===== config.mk =====
export PLATFORM = sky130hd
export DESIGN_NAME = iff_chunk_description_finder_top
export DESIGN_NICKNAME = d
export VERILOG_FILES = /design/src/hw/rtl/iffcdf_pkg.sv /design/src/hw/rtl/iff_chunk_description_finder_top.sv /design/src/hw/rtl/iffcdf_front.sv /design/src/hw/rtl/iffcdf_queue.sv /design/src/hw/rtl/iffcdf_back.sv
export SDC_FILE = /design/constraint.sdc
export NUM_CORES = 1
export LEC_CHECK = 0
export ABC_AREA = 1
export ABC_CLOCK_PERIOD_IN_PS = 4550
export BUFFER_PORTS_ARGS = -buffer_cell sky130_fd_sc_hd__buf_2
export CORE_ASPECT_RATIO = 1.25
export CORE_MARGIN = 1.5
export CORE_UTILIZATION = 35
export CTS_CLUSTER_DIAMETER = 150
export DETAILED_ROUTE_END_ITERATION = 10
export PLACE_DENSITY_LB_ADDON = 0.15
export SLEW_MARGIN = 10
export SYNTH_ARGS = -nofsm -noshare
export SYNTH_HDL_FRONTEND = slang
export SYNTH_SLANG_ARGS = --single-unit

===== constraint.sdc =====
create_clock -name i_clk -period 4.55 [get_ports i_clk]
set_input_delay 0.455 -clock i_clk [delete_from_list [all_inputs] [get_ports i_clk]]
set_output_delay 0.455 -clock i_clk [all_outputs]
set_load 0.1 [all_outputs]

===== src/hw/rtl/iffcdf_pkg.sv =====
// Package for the IFF chunk description finder.
// Holds the item types, parser phases, verdict codes, command format and text table.
// No dependencies.
package iffcdf_pkg;

    localparam logic [31:0] TAG_FORM = 32'h464F_524D;
    localparam logic [31:0] TAG_IFZS = 32'h4946_5A53;
    localparam logic [31:0] TAG_ANNO = 32'h414E_4E4F;

    localparam logic [7:0] MAX_LEN_RESET = 8'd99;

    localparam int QUEUE_DEPTH = 4;
    localparam int QUEUE_AW    = $clog2(QUEUE_DEPTH);

    typedef struct packed {
        logic [7:0] data_byte;
        logic       first_of_file;
    } t_in_item;

    typedef struct packed {
        logic [7:0] out_byte;
        logic       kind;
        logic [2:0] status;
        logic       last;
    } t_out_item;

    typedef enum logic [2:0] {
        PH_IDLE,
        PH_HDR,
        PH_CHDR,
        PH_BODY,
        PH_PAD,
        PH_ANNO,
        PH_DONE
    } t_phase;

    typedef enum logic [2:0] {
        ST_FOUND,
        ST_DEFAULT,
        ST_BAD_IDS,
        ST_BAD_LEN,
        ST_TRUNC,
        ST_OVERRUN,
        ST_TOO_LONG
    } t_status;

    localparam logic KIND_CHAR    = 1'b0;
    localparam logic KIND_VERDICT = 1'b1;

    // Commands from the parser to the emitter.
    typedef enum logic [1:0] {
        CMD_BYTE,       // one description byte
        CMD_BYTE_FOUND, // last description byte, then the found verdict
        CMD_VERDICT,    // verdict only
        CMD_DEFAULT     // default text, then the default verdict
    } t_cmd_op;

    typedef struct packed {
        t_cmd_op    op;
        logic [7:0] data;
        t_status    status;
    } t_cmd;

    typedef enum logic [1:0] {
        SEQ_NONE,
        SEQ_TEXT,
        SEQ_TAIL
    } t_seq;

    function automatic logic [7:0] default_char(input logic [3:0] idx);
        logic [7:0] c;
        case (idx)
            4'd0:    c = 8'h55; // U
            4'd1:    c = 8'h6E; // n
            4'd2:    c = 8'h6E; // n
            4'd3:    c = 8'h61; // a
            4'd4:    c = 8'h6D; // m
            4'd5:    c = 8'h65; // e
            4'd6:    c = 8'h64; // d
            4'd7:    c = 8'h20; // space
            4'd8:    c = 8'h53; // S
            4'd9:    c = 8'h61; // a
            4'd10:   c = 8'h76; // v
            4'd11:   c = 8'h65; // e
            4'd12:   c = 8'h67; // g
            4'd13:   c = 8'h61; // a
            4'd14:   c = 8'h6D; // m
            default: c = 8'h65; // e
        endcase
        return c;
    endfunction

endpackage


===== src/hw/rtl/iff_chunk_description_finder_top.sv =====
// IFF save-file description finder, top level.
// Instantiates iffcdf_front, iffcdf_queue and iffcdf_back; types from iffcdf_pkg.
//
// Usage:
//   Input channel (i_valid / o_ready / i_in) takes one file byte per item; set
//   first_of_file on the first byte of each file to restart the parse.
//   Output channel (o_valid / i_ready / o_out) gives description bytes
//   (kind 0) and then one verdict item (kind 1, last 1) per file.
//   i_cfg_we / i_cfg_data write the largest accepted description length.
// Throughput: one input item per cycle; the parser does one byte per cycle
//   with one subtract-and-compare per byte. One output item per cycle while
//   i_ready holds; a default-text command expands to 17 items in the emitter,
//   so the input stalls once the 4-entry command queue fills behind it.
// Path: a result is written to a queue entry, then to the emitter output register.
// Reset: synchronous, active low; parser returns to idle (bytes ignored until
//   first_of_file), queue and output register empty, length limit back to 99.
// Receiver stall: hold the output item in its register, fill the queue, then
//   drop o_ready until room opens up again.
module iff_chunk_description_finder_top (
    input  logic                  i_clk,
    input  logic                  i_rst_n,
    input  logic                  i_cfg_we,
    input  logic [7:0]            i_cfg_data,
    input  logic                  i_valid,
    output logic                  o_ready,
    input  iffcdf_pkg::t_in_item  i_in,
    output logic                  o_valid,
    input  logic                  i_ready,
    output iffcdf_pkg::t_out_item o_out
);

    logic             q_full;
    logic             q_empty;
    logic             q_push;
    logic             q_pop;
    iffcdf_pkg::t_cmd q_wr_cmd;
    iffcdf_pkg::t_cmd q_head;

    // Front: header and chunk walk, one command per byte at most.
    iffcdf_front u_front (
        .i_clk      (i_clk),
        .i_rst_n    (i_rst_n),
        .i_cfg_we   (i_cfg_we),
        .i_cfg_data (i_cfg_data),
        .i_valid    (i_valid),
        .o_ready    (o_ready),
        .i_in       (i_in),
        .i_q_full   (q_full),
        .o_push     (q_push),
        .o_cmd      (q_wr_cmd)
    );

    // Queue: decouples parsing from result delivery.
    iffcdf_queue u_queue (
        .i_clk   (i_clk),
        .i_rst_n (i_rst_n),
        .i_push  (q_push),
        .i_cmd   (q_wr_cmd),
        .o_full  (q_full),
        .i_pop   (q_pop),
        .o_empty (q_empty),
        .o_head  (q_head)
    );

    // Back: expand commands into items, one per cycle while the receiver is ready.
    iffcdf_back u_back (
        .i_clk   (i_clk),
        .i_rst_n (i_rst_n),
        .i_empty (q_empty),
        .i_head  (q_head),
        .o_pop   (q_pop),
        .o_valid (o_valid),
        .i_ready (i_ready),
        .o_out   (o_out)
    );

endmodule


===== src/hw/rtl/iffcdf_front.sv =====
// Parser front end: accepts file bytes, walks the IFF headers and issues commands.
// Holds the length limit register. Depends on iffcdf_pkg.
module iffcdf_front (
    input  logic                 i_clk,
    input  logic                 i_rst_n,
    input  logic                 i_cfg_we,
    input  logic [7:0]           i_cfg_data,
    input  logic                 i_valid,
    output logic                 o_ready,
    input  iffcdf_pkg::t_in_item i_in,
    input  logic                 i_q_full,
    output logic                 o_push,
    output iffcdf_pkg::t_cmd     o_cmd
);

    iffcdf_pkg::t_phase r_phase, n_phase;
    logic [3:0]         r_cnt, n_cnt;
    logic [31:0]        r_id, n_id;
    logic               r_form_ok, n_form_ok;
    logic [31:0]        r_form, n_form;
    logic [31:0]        r_chunk, n_chunk;
    logic               r_pad, n_pad;
    logic [7:0]         r_max_len;

    logic               accept;
    logic [7:0]         b;
    iffcdf_pkg::t_phase eff_phase;
    logic [3:0]         eff_cnt;
    logic [31:0]        id_next;
    logic [31:0]        chunk_full;
    logic [33:0]        diff;
    logic               do_next;
    logic [31:0]        nc_form;
    logic               cmd_valid;
    iffcdf_pkg::t_cmd   cmd;

    assign o_ready = !i_q_full;
    assign accept  = i_valid && o_ready;
    assign b       = i_in.data_byte;
    assign o_push  = accept && cmd_valid;
    assign o_cmd   = cmd;

    assign eff_phase  = i_in.first_of_file ? iffcdf_pkg::PH_HDR : r_phase;
    assign eff_cnt    = i_in.first_of_file ? 4'd0 : r_cnt;
    assign id_next    = {r_id[23:0], b};
    assign chunk_full = {r_chunk[23:0], b};
    // Remaining form after this chunk's body and pad byte; bit 33 flags an overrun.
    assign diff = {2'b00, r_form} - {2'b00, chunk_full} - {33'd0, b[0]};

    always_comb begin
        n_phase   = eff_phase;
        n_cnt     = eff_cnt + 4'd1;
        n_id      = r_id;
        n_form_ok = r_form_ok;
        n_form    = r_form;
        n_chunk   = r_chunk;
        n_pad     = r_pad;
        do_next   = 1'b0;
        nc_form   = r_form;
        cmd_valid = 1'b0;
        cmd       = '{op: iffcdf_pkg::CMD_VERDICT, data: 8'd0, status: iffcdf_pkg::ST_FOUND};

        case (eff_phase)
            iffcdf_pkg::PH_HDR: begin
                if (eff_cnt < 4'd4 || eff_cnt >= 4'd8) begin
                    n_id = id_next;
                end else begin
                    n_form = {r_form[23:0], b};
                end
                if (eff_cnt == 4'd3) begin
                    n_form_ok = (id_next == iffcdf_pkg::TAG_FORM);
                end
                if (eff_cnt == 4'd11) begin
                    cmd_valid = 1'b1;
                    n_phase   = iffcdf_pkg::PH_DONE;
                    if (!(r_form_ok && id_next == iffcdf_pkg::TAG_IFZS)) begin
                        cmd.status = iffcdf_pkg::ST_BAD_IDS;
                    end else if (r_form[0] || r_form < 32'd4) begin
                        cmd.status = iffcdf_pkg::ST_BAD_LEN;
                    end else begin
                        // Drop the form type from the count, then look for the first chunk if its header fits.
                        n_form = r_form - 32'd4;
                        if (r_form == 32'd4) begin
                            cmd.op = iffcdf_pkg::CMD_DEFAULT;
                        end else if (r_form < 32'd12) begin
                            cmd.status = iffcdf_pkg::ST_TRUNC;
                        end else begin
                            cmd_valid = 1'b0;
                            n_phase   = iffcdf_pkg::PH_CHDR;
                            n_cnt     = 4'd0;
                        end
                    end
                end
            end
            iffcdf_pkg::PH_CHDR: begin
                if (eff_cnt < 4'd4) begin
                    n_id = id_next;
                end else begin
                    n_chunk = chunk_full;
                end
                // Charge the 8 header bytes up front; at least 8 remain here.
                if (eff_cnt == 4'd0) begin
                    n_form = r_form - 32'd8;
                end
                if (eff_cnt == 4'd7) begin
                    n_pad = b[0];
                    if (diff[33]) begin
                        cmd_valid  = 1'b1;
                        cmd.status = iffcdf_pkg::ST_OVERRUN;
                        n_phase    = iffcdf_pkg::PH_DONE;
                    end else begin
                        n_form = diff[31:0];
                        if (r_id == iffcdf_pkg::TAG_ANNO) begin
                            if (chunk_full > {24'd0, r_max_len}) begin
                                cmd_valid  = 1'b1;
                                cmd.status = iffcdf_pkg::ST_TOO_LONG;
                                n_phase    = iffcdf_pkg::PH_DONE;
                            end else if (chunk_full == 32'd0) begin
                                cmd_valid  = 1'b1;
                                cmd.status = iffcdf_pkg::ST_FOUND;
                                n_phase    = iffcdf_pkg::PH_DONE;
                            end else begin
                                n_phase = iffcdf_pkg::PH_ANNO;
                            end
                        end else if (chunk_full != 32'd0) begin
                            n_phase = iffcdf_pkg::PH_BODY;
                        end else begin
                            do_next = 1'b1;
                            nc_form = diff[31:0];
                        end
                    end
                end
            end
            iffcdf_pkg::PH_BODY: begin
                n_chunk = r_chunk - 32'd1;
                if (r_chunk == 32'd1) begin
                    if (r_pad) begin
                        n_phase = iffcdf_pkg::PH_PAD;
                    end else begin
                        do_next = 1'b1;
                    end
                end
            end
            iffcdf_pkg::PH_PAD: begin
                n_pad   = 1'b0;
                do_next = 1'b1;
            end
            iffcdf_pkg::PH_ANNO: begin
                cmd_valid = 1'b1;
                cmd.op    = iffcdf_pkg::CMD_BYTE;
                cmd.data  = b;
                n_chunk   = r_chunk - 32'd1;
                if (r_chunk == 32'd1) begin
                    cmd.op  = iffcdf_pkg::CMD_BYTE_FOUND;
                    n_phase = iffcdf_pkg::PH_DONE;
                end
            end
            default: begin
                n_phase = r_phase;
                n_cnt   = r_cnt;
            end
        endcase

        // Start of the next chunk header, the end of the form, or a truncated form.
        if (do_next) begin
            if (nc_form == 32'd0) begin
                cmd_valid = 1'b1;
                cmd.op    = iffcdf_pkg::CMD_DEFAULT;
                n_phase   = iffcdf_pkg::PH_DONE;
            end else if (nc_form < 32'd8) begin
                cmd_valid  = 1'b1;
                cmd.status = iffcdf_pkg::ST_TRUNC;
                n_phase    = iffcdf_pkg::PH_DONE;
            end else begin
                n_phase = iffcdf_pkg::PH_CHDR;
                n_cnt   = 4'd0;
            end
        end
    end

    always_ff @(posedge i_clk) begin
        if (!i_rst_n) begin
            r_phase   <= iffcdf_pkg::PH_IDLE;
            r_cnt     <= 4'd0;
            r_form_ok <= 1'b0;
            r_pad     <= 1'b0;
            r_max_len <= iffcdf_pkg::MAX_LEN_RESET;
        end else begin
            if (i_cfg_we) begin
                r_max_len <= i_cfg_data;
            end
            if (accept) begin
                r_phase   <= n_phase;
                r_cnt     <= n_cnt;
                r_form_ok <= n_form_ok;
                r_pad     <= n_pad;
            end
        end
    end

    always_ff @(posedge i_clk) begin
        if (accept) begin
            r_id    <= n_id;
            r_form  <= n_form;
            r_chunk <= n_chunk;
        end
    end

endmodule


===== src/hw/rtl/iffcdf_queue.sv =====
// Short command queue between the parser and the emitter.
// Register-based FIFO of iffcdf_pkg::t_cmd entries. Depends on iffcdf_pkg.
module iffcdf_queue (
    input  logic             i_clk,
    input  logic             i_rst_n,
    input  logic             i_push,
    input  iffcdf_pkg::t_cmd i_cmd,
    output logic             o_full,
    input  logic             i_pop,
    output logic             o_empty,
    output iffcdf_pkg::t_cmd o_head
);

    iffcdf_pkg::t_cmd                  r_mem [iffcdf_pkg::QUEUE_DEPTH];
    logic [iffcdf_pkg::QUEUE_AW-1:0]   r_wr, r_rd;
    logic [iffcdf_pkg::QUEUE_AW:0]     r_count;

    assign o_full  = (r_count == (iffcdf_pkg::QUEUE_AW+1)'(iffcdf_pkg::QUEUE_DEPTH));
    assign o_empty = (r_count == '0);
    assign o_head  = r_mem[r_rd];

    always_ff @(posedge i_clk) begin
        if (!i_rst_n) begin
            r_wr    <= '0;
            r_rd    <= '0;
            r_count <= '0;
        end else begin
            if (i_push) begin
                r_wr <= r_wr + 1'b1;
            end
            if (i_pop) begin
                r_rd <= r_rd + 1'b1;
            end
            if (i_push && !i_pop) begin
                r_count <= r_count + 1'b1;
            end else if (i_pop && !i_push) begin
                r_count <= r_count - 1'b1;
            end
        end
    end

    always_ff @(posedge i_clk) begin
        if (i_push) begin
            r_mem[r_wr] <= i_cmd;
        end
    end

endmodule


===== src/hw/rtl/iffcdf_back.sv =====
// Emitter back end: expands queued commands into result items.
// Drives the registered output channel. Depends on iffcdf_pkg.
module iffcdf_back (
    input  logic                  i_clk,
    input  logic                  i_rst_n,
    input  logic                  i_empty,
    input  iffcdf_pkg::t_cmd      i_head,
    output logic                  o_pop,
    output logic                  o_valid,
    input  logic                  i_ready,
    output iffcdf_pkg::t_out_item o_out
);

    iffcdf_pkg::t_seq      r_seq, n_seq;
    logic [3:0]            r_idx, n_idx;
    iffcdf_pkg::t_status   r_tail, n_tail;
    logic                  r_ov;
    iffcdf_pkg::t_out_item r_out;

    logic                  load;
    logic                  gen_valid;
    iffcdf_pkg::t_out_item gen;

    assign load    = !r_ov || i_ready;
    assign o_valid = r_ov;
    assign o_out   = r_out;

    always_comb begin
        n_seq     = r_seq;
        n_idx     = r_idx;
        n_tail    = r_tail;
        o_pop     = 1'b0;
        gen_valid = 1'b0;
        gen       = '{out_byte: 8'd0, kind: iffcdf_pkg::KIND_CHAR, status: 3'd0, last: 1'b0};
        if (load) begin
            case (r_seq)
                iffcdf_pkg::SEQ_TEXT: begin
                    gen_valid    = 1'b1;
                    gen.out_byte = iffcdf_pkg::default_char(r_idx);
                    n_idx        = r_idx + 4'd1;
                    if (r_idx == 4'd15) begin
                        n_seq  = iffcdf_pkg::SEQ_TAIL;
                        n_tail = iffcdf_pkg::ST_DEFAULT;
                    end
                end
                iffcdf_pkg::SEQ_TAIL: begin
                    gen_valid  = 1'b1;
                    gen.kind   = iffcdf_pkg::KIND_VERDICT;
                    gen.status = r_tail;
                    gen.last   = 1'b1;
                    n_seq      = iffcdf_pkg::SEQ_NONE;
                end
                default: begin
                    if (!i_empty) begin
                        o_pop     = 1'b1;
                        gen_valid = 1'b1;
                        case (i_head.op)
                            iffcdf_pkg::CMD_BYTE: begin
                                gen.out_byte = i_head.data;
                            end
                            iffcdf_pkg::CMD_BYTE_FOUND: begin
                                gen.out_byte = i_head.data;
                                n_seq        = iffcdf_pkg::SEQ_TAIL;
                                n_tail       = iffcdf_pkg::ST_FOUND;
                            end
                            iffcdf_pkg::CMD_DEFAULT: begin
                                gen.out_byte = iffcdf_pkg::default_char(4'd0);
                                n_seq        = iffcdf_pkg::SEQ_TEXT;
                                n_idx        = 4'd1;
                            end
                            default: begin
                                gen.kind   = iffcdf_pkg::KIND_VERDICT;
                                gen.status = i_head.status;
                                gen.last   = 1'b1;
                            end
                        endcase
                    end
                end
            endcase
        end
    end

    always_ff @(posedge i_clk) begin
        if (!i_rst_n) begin
            r_seq <= iffcdf_pkg::SEQ_NONE;
            r_idx <= 4'd0;
            r_ov  <= 1'b0;
        end else begin
            r_seq <= n_seq;
            r_idx <= n_idx;
            if (load) begin
                r_ov <= gen_valid;
            end
        end
    end

    always_ff @(posedge i_clk) begin
        r_tail <= n_tail;
        if (load && gen_valid) begin
            r_out <= gen;
        end
    end

endmodule

==> flow_summary.toml <==
[sta]
post-route-period-util_pct = 95.2
whs_ns = 0.147
drv_slew = 0
slew_headroom_pct = 35.7
fin_crit_ns = 4.33
rsz0062_at_grt = "yes"
fmax_mhz = 231
setup-tns-final_ns = 0
finalSetupViolCount = 0
worstMarginPinSlew_ns = 0.964
finalWorstSetupSlack_ns = 0.219
fin_skew_ns = 0.0318
hold_viol = 0

[logic_synthesis]
yosys_most_used_dff = "edfxtp_1"
yosysSeqAreaShare_pct = 35.3
async_reset_ff_share_pct = 0
syn-mean-instance-area_sq_um = 6.85
synth.area.top_cells = "edfxtp_1, nand2_1, inv_1, nor2_1, ha_1"
netlist_area_sq_um = 16000
synth_fp_nets = 2422
synthCells = 2333
synth_area_leader_cell = "edfxtp_1"
synth_top_area_share_pct = 30.3
synthDistinctLibCells = 58
yosys_warnings = 0
synth_edf_count = 161
synth-seq-cells = 201

[grt]
grt_pass1_vias = 15400
grt_max_degree = 49
grt_overflow = 0
antenna_found_initial = 0
grt_first_pass_wirelength_microns = 88500
track_usage_pct = 24.3

[drt]
routedWlPerCell_microns = 18.3
ant_nets = 0
drtIter0Drc = 1112
vias = 16100
wirelength_microns = 57900
route.detailed.drc = 6
routed_via_density = 5.08
dr.pass1.iters = 10

[setup_path]
cpMostUsedCell = "nand2_1"
critPathBufInv = 4
critical_path_arrival_ns = 4.76
path_delay_family = "simple AND/OR/NAND/NOR gates"
crit_required_ns = 4.98
crit_slowest_cell = "edfxtp_1"
endpoint_kind = "flip-flop"
critPathMaxFanout = 5
path_class = "flip-flop to flip-flop"
startpoint_type = "flip-flop"
slowest_delay_ns = 0.52

[place]
io_buffers = 36
dp_cells = 3095
placed_area_sq_um = 18300
gp_congestion = 0.952
hpwlAfterDp_microns = 46200
pre_cts_ws_ns = -0.148

[final_layout]
final_common_cell = "nand2_1"
finish.utilization_pct = 43.7
stdcell_area_sq_um = 19700
synthToLayoutAreaGrowth_pct = 23.3
fin_nets = 2653
drive_gt1_share_pct = 18.4
mostFrequentLayoutCells = "nand2_1, inv_1, nor2_1"
num_antenna_cells = 0
fin_cells = 3159

[run_status]
status = "finished with violations"
violations = "design-rule violations"

[power_and_ir_drop]
p_per_area_nw_per_um2 = 428
pwr-share-seq_pct = 30.1
swShare_pct = 44.1
p_switching_mw = 3.72
pwr-share-clk_pct = 21.7
p_int_mw = 4.72
max-vdd-ir-drop_v = 0.000228
leakage_nw = 8.75
power_frac_comb_pct = 48.2
report.power.total_mw = 8.44

[cts]
cts_num_sinks = 201
cts_buffers = 23
root_buffer = "clkbuf_16"
path_clk_slew_ns = 0.07
cts_tree = "yes"
htree_levels = 1
clock_latency_ns = 0.54
clockBufferDepth = 3

[floorplanning]
fp.dieH_microns = 242
row_count = 87
dieArea_sq_um = 47000
core_area_sq_um = 45100
start_util_pct = 35.5
die_w_microns = 194
pin_count = 37

[min_path]
min_path_type = "input pin to flip-flop"

[flow_run]
cap_violations = 0
[synthesized netlist by cell type (13+ instances only)]
| cell type | count |
|---|---|
| nor2_1 | 308 |
| inv_1 | 361 |
| xor2_1 | 63 |
| nand2_2 | 17 |
| edfxtp_1 | 161 |
| nor4_1 | 16 |
| nor2_2 | 18 |
| a21oi_1 | 79 |
| ha_1 | 65 |
| nand3_1 | 122 |
| nor3_1 | 33 |
| clkbuf_1 | 45 |
| inv_2 | 22 |
| xnor2_1 | 14 |
| o21ai_0 | 144 |
| nand4_1 | 49 |
| o211ai_1 | 30 |
| o21ai_1 | 13 |
| o22ai_1 | 13 |
| dfxtp_1 | 40 |
| nand2_1 | 622 |
[layer usage]
metal,part of all wire (%),vias up,GRT usage (%)
li1,-,8036,-
met1,40,7424,28.5
met2,49,462,43.4
met3,3.8,139,1.63
met4,7.6,0,14.8
met5,0,-,0
[timing repair]
action / in CTS / in global routing
endpoints found under the setup margin: 1 / 57
pin swaps: 0 / 26
hold buffers: 0 / 0
resized for setup: 3 / 110
buffers inserted: 2 / 20
[registers in the layout, summed over array words and instances, names as in the netlist, 2 cells and up, named ones only]
signal and count:
u_back.r_seq 2, u_queue.r_count 3, u_back.r_idx 4, u_front.r_phase 3, u_front.r_form 32, u_front.r_cnt 4
u_queue.r_wr 2, u_back.o_out 12, u_queue.r_rd 2, u_front.r_chunk 32, u_front.r_id 32, u_front.r_max_len 8
u_queue.r_mem 52
[final timing paths]
kind / slack [ns] / endpoint / startpoint / cells after the start
setup / recovery: 0.22 / u_queue.r_count[1] / u_front.r_form[6] / 27
hold / removal: 0.15 / u_front.r_max_len[0] / i_cfg_data[0] / 3
setup reg to reg: 0.22 / u_queue.r_count[1] / u_front.r_form[6] / 27
hold reg to reg: 0.45 / u_front.r_id[22] / u_front.r_id[14] / 0
[worst reg2reg max path: stages (launching register included)]
cell      delay, ns
edfxtp_1       0.52
ha_4           0.34
nand2_1        0.11
inv_2          0.08
nand2_1        0.06
nand2_1        0.10
nand2_1        0.09
nand3_1        0.12
buf_4          0.14
nand2_1        0.05
nand2_1        0.14
nand2_1        0.16
nor2_4         0.20
nand2_1        0.10
nor2_2         0.13
nand2_1        0.13
nor3_2         0.15
xor2_1         0.22
nor2_1         0.08
nand2_2        0.13
nand3_4        0.10
nand3_4        0.09
inv_2          0.04
ha_2           0.17
inv_2          0.06
fa_2           0.42
o21ai_0        0.21
a21oi_1        0.06
[power groups by stage]
stage	combinational [mW]	sequential, mW	clock (mW)
2_1_floorplan	2.10	2.91	0
3_3_place_gp	3.83	2.58	0
3_5_place_dp	3.85	2.58	0
4_1_cts	3.88	2.54	1.88
5_1_grt	4.48	2.56	1.94
6_report	4.07	2.54	1.83
[area by class of cell]
| type | count | area (sq um) |
|---|---|---|
| fill | 4699 | 25400 |
| multi-input combinational | 1691 | 9210 |
| sequential | 201 | 5640 |
| timing repair buffer | 258 | 1930 |
| inverter | 389 | 1470 |
| tap | 578 | 723 |
| clock buffer | 29 | 651 |
| clock inverter | 13 | 85.1 |
[cell families (layout without fill, tap and decap cells)]
family | Yosys count | count (layout) | synth area share [%]
XOR/XNOR | 77 | 77 | 4.22
multiplexers | 1 | 1 | 0.0626
flip-flops | 201 | 201 | 35.3
AND/OR/NAND/NOR | 1222 | 1222 | 33.1
adder cells (fa/ha/maj) | 67 | 67 | 5.34
AO/OA/AOI/OAI | 324 | 324 | 11.5
buffers and inverters | 441 | 689 | 10.5
No activity file was read; power rests on OpenSTA's default activity.
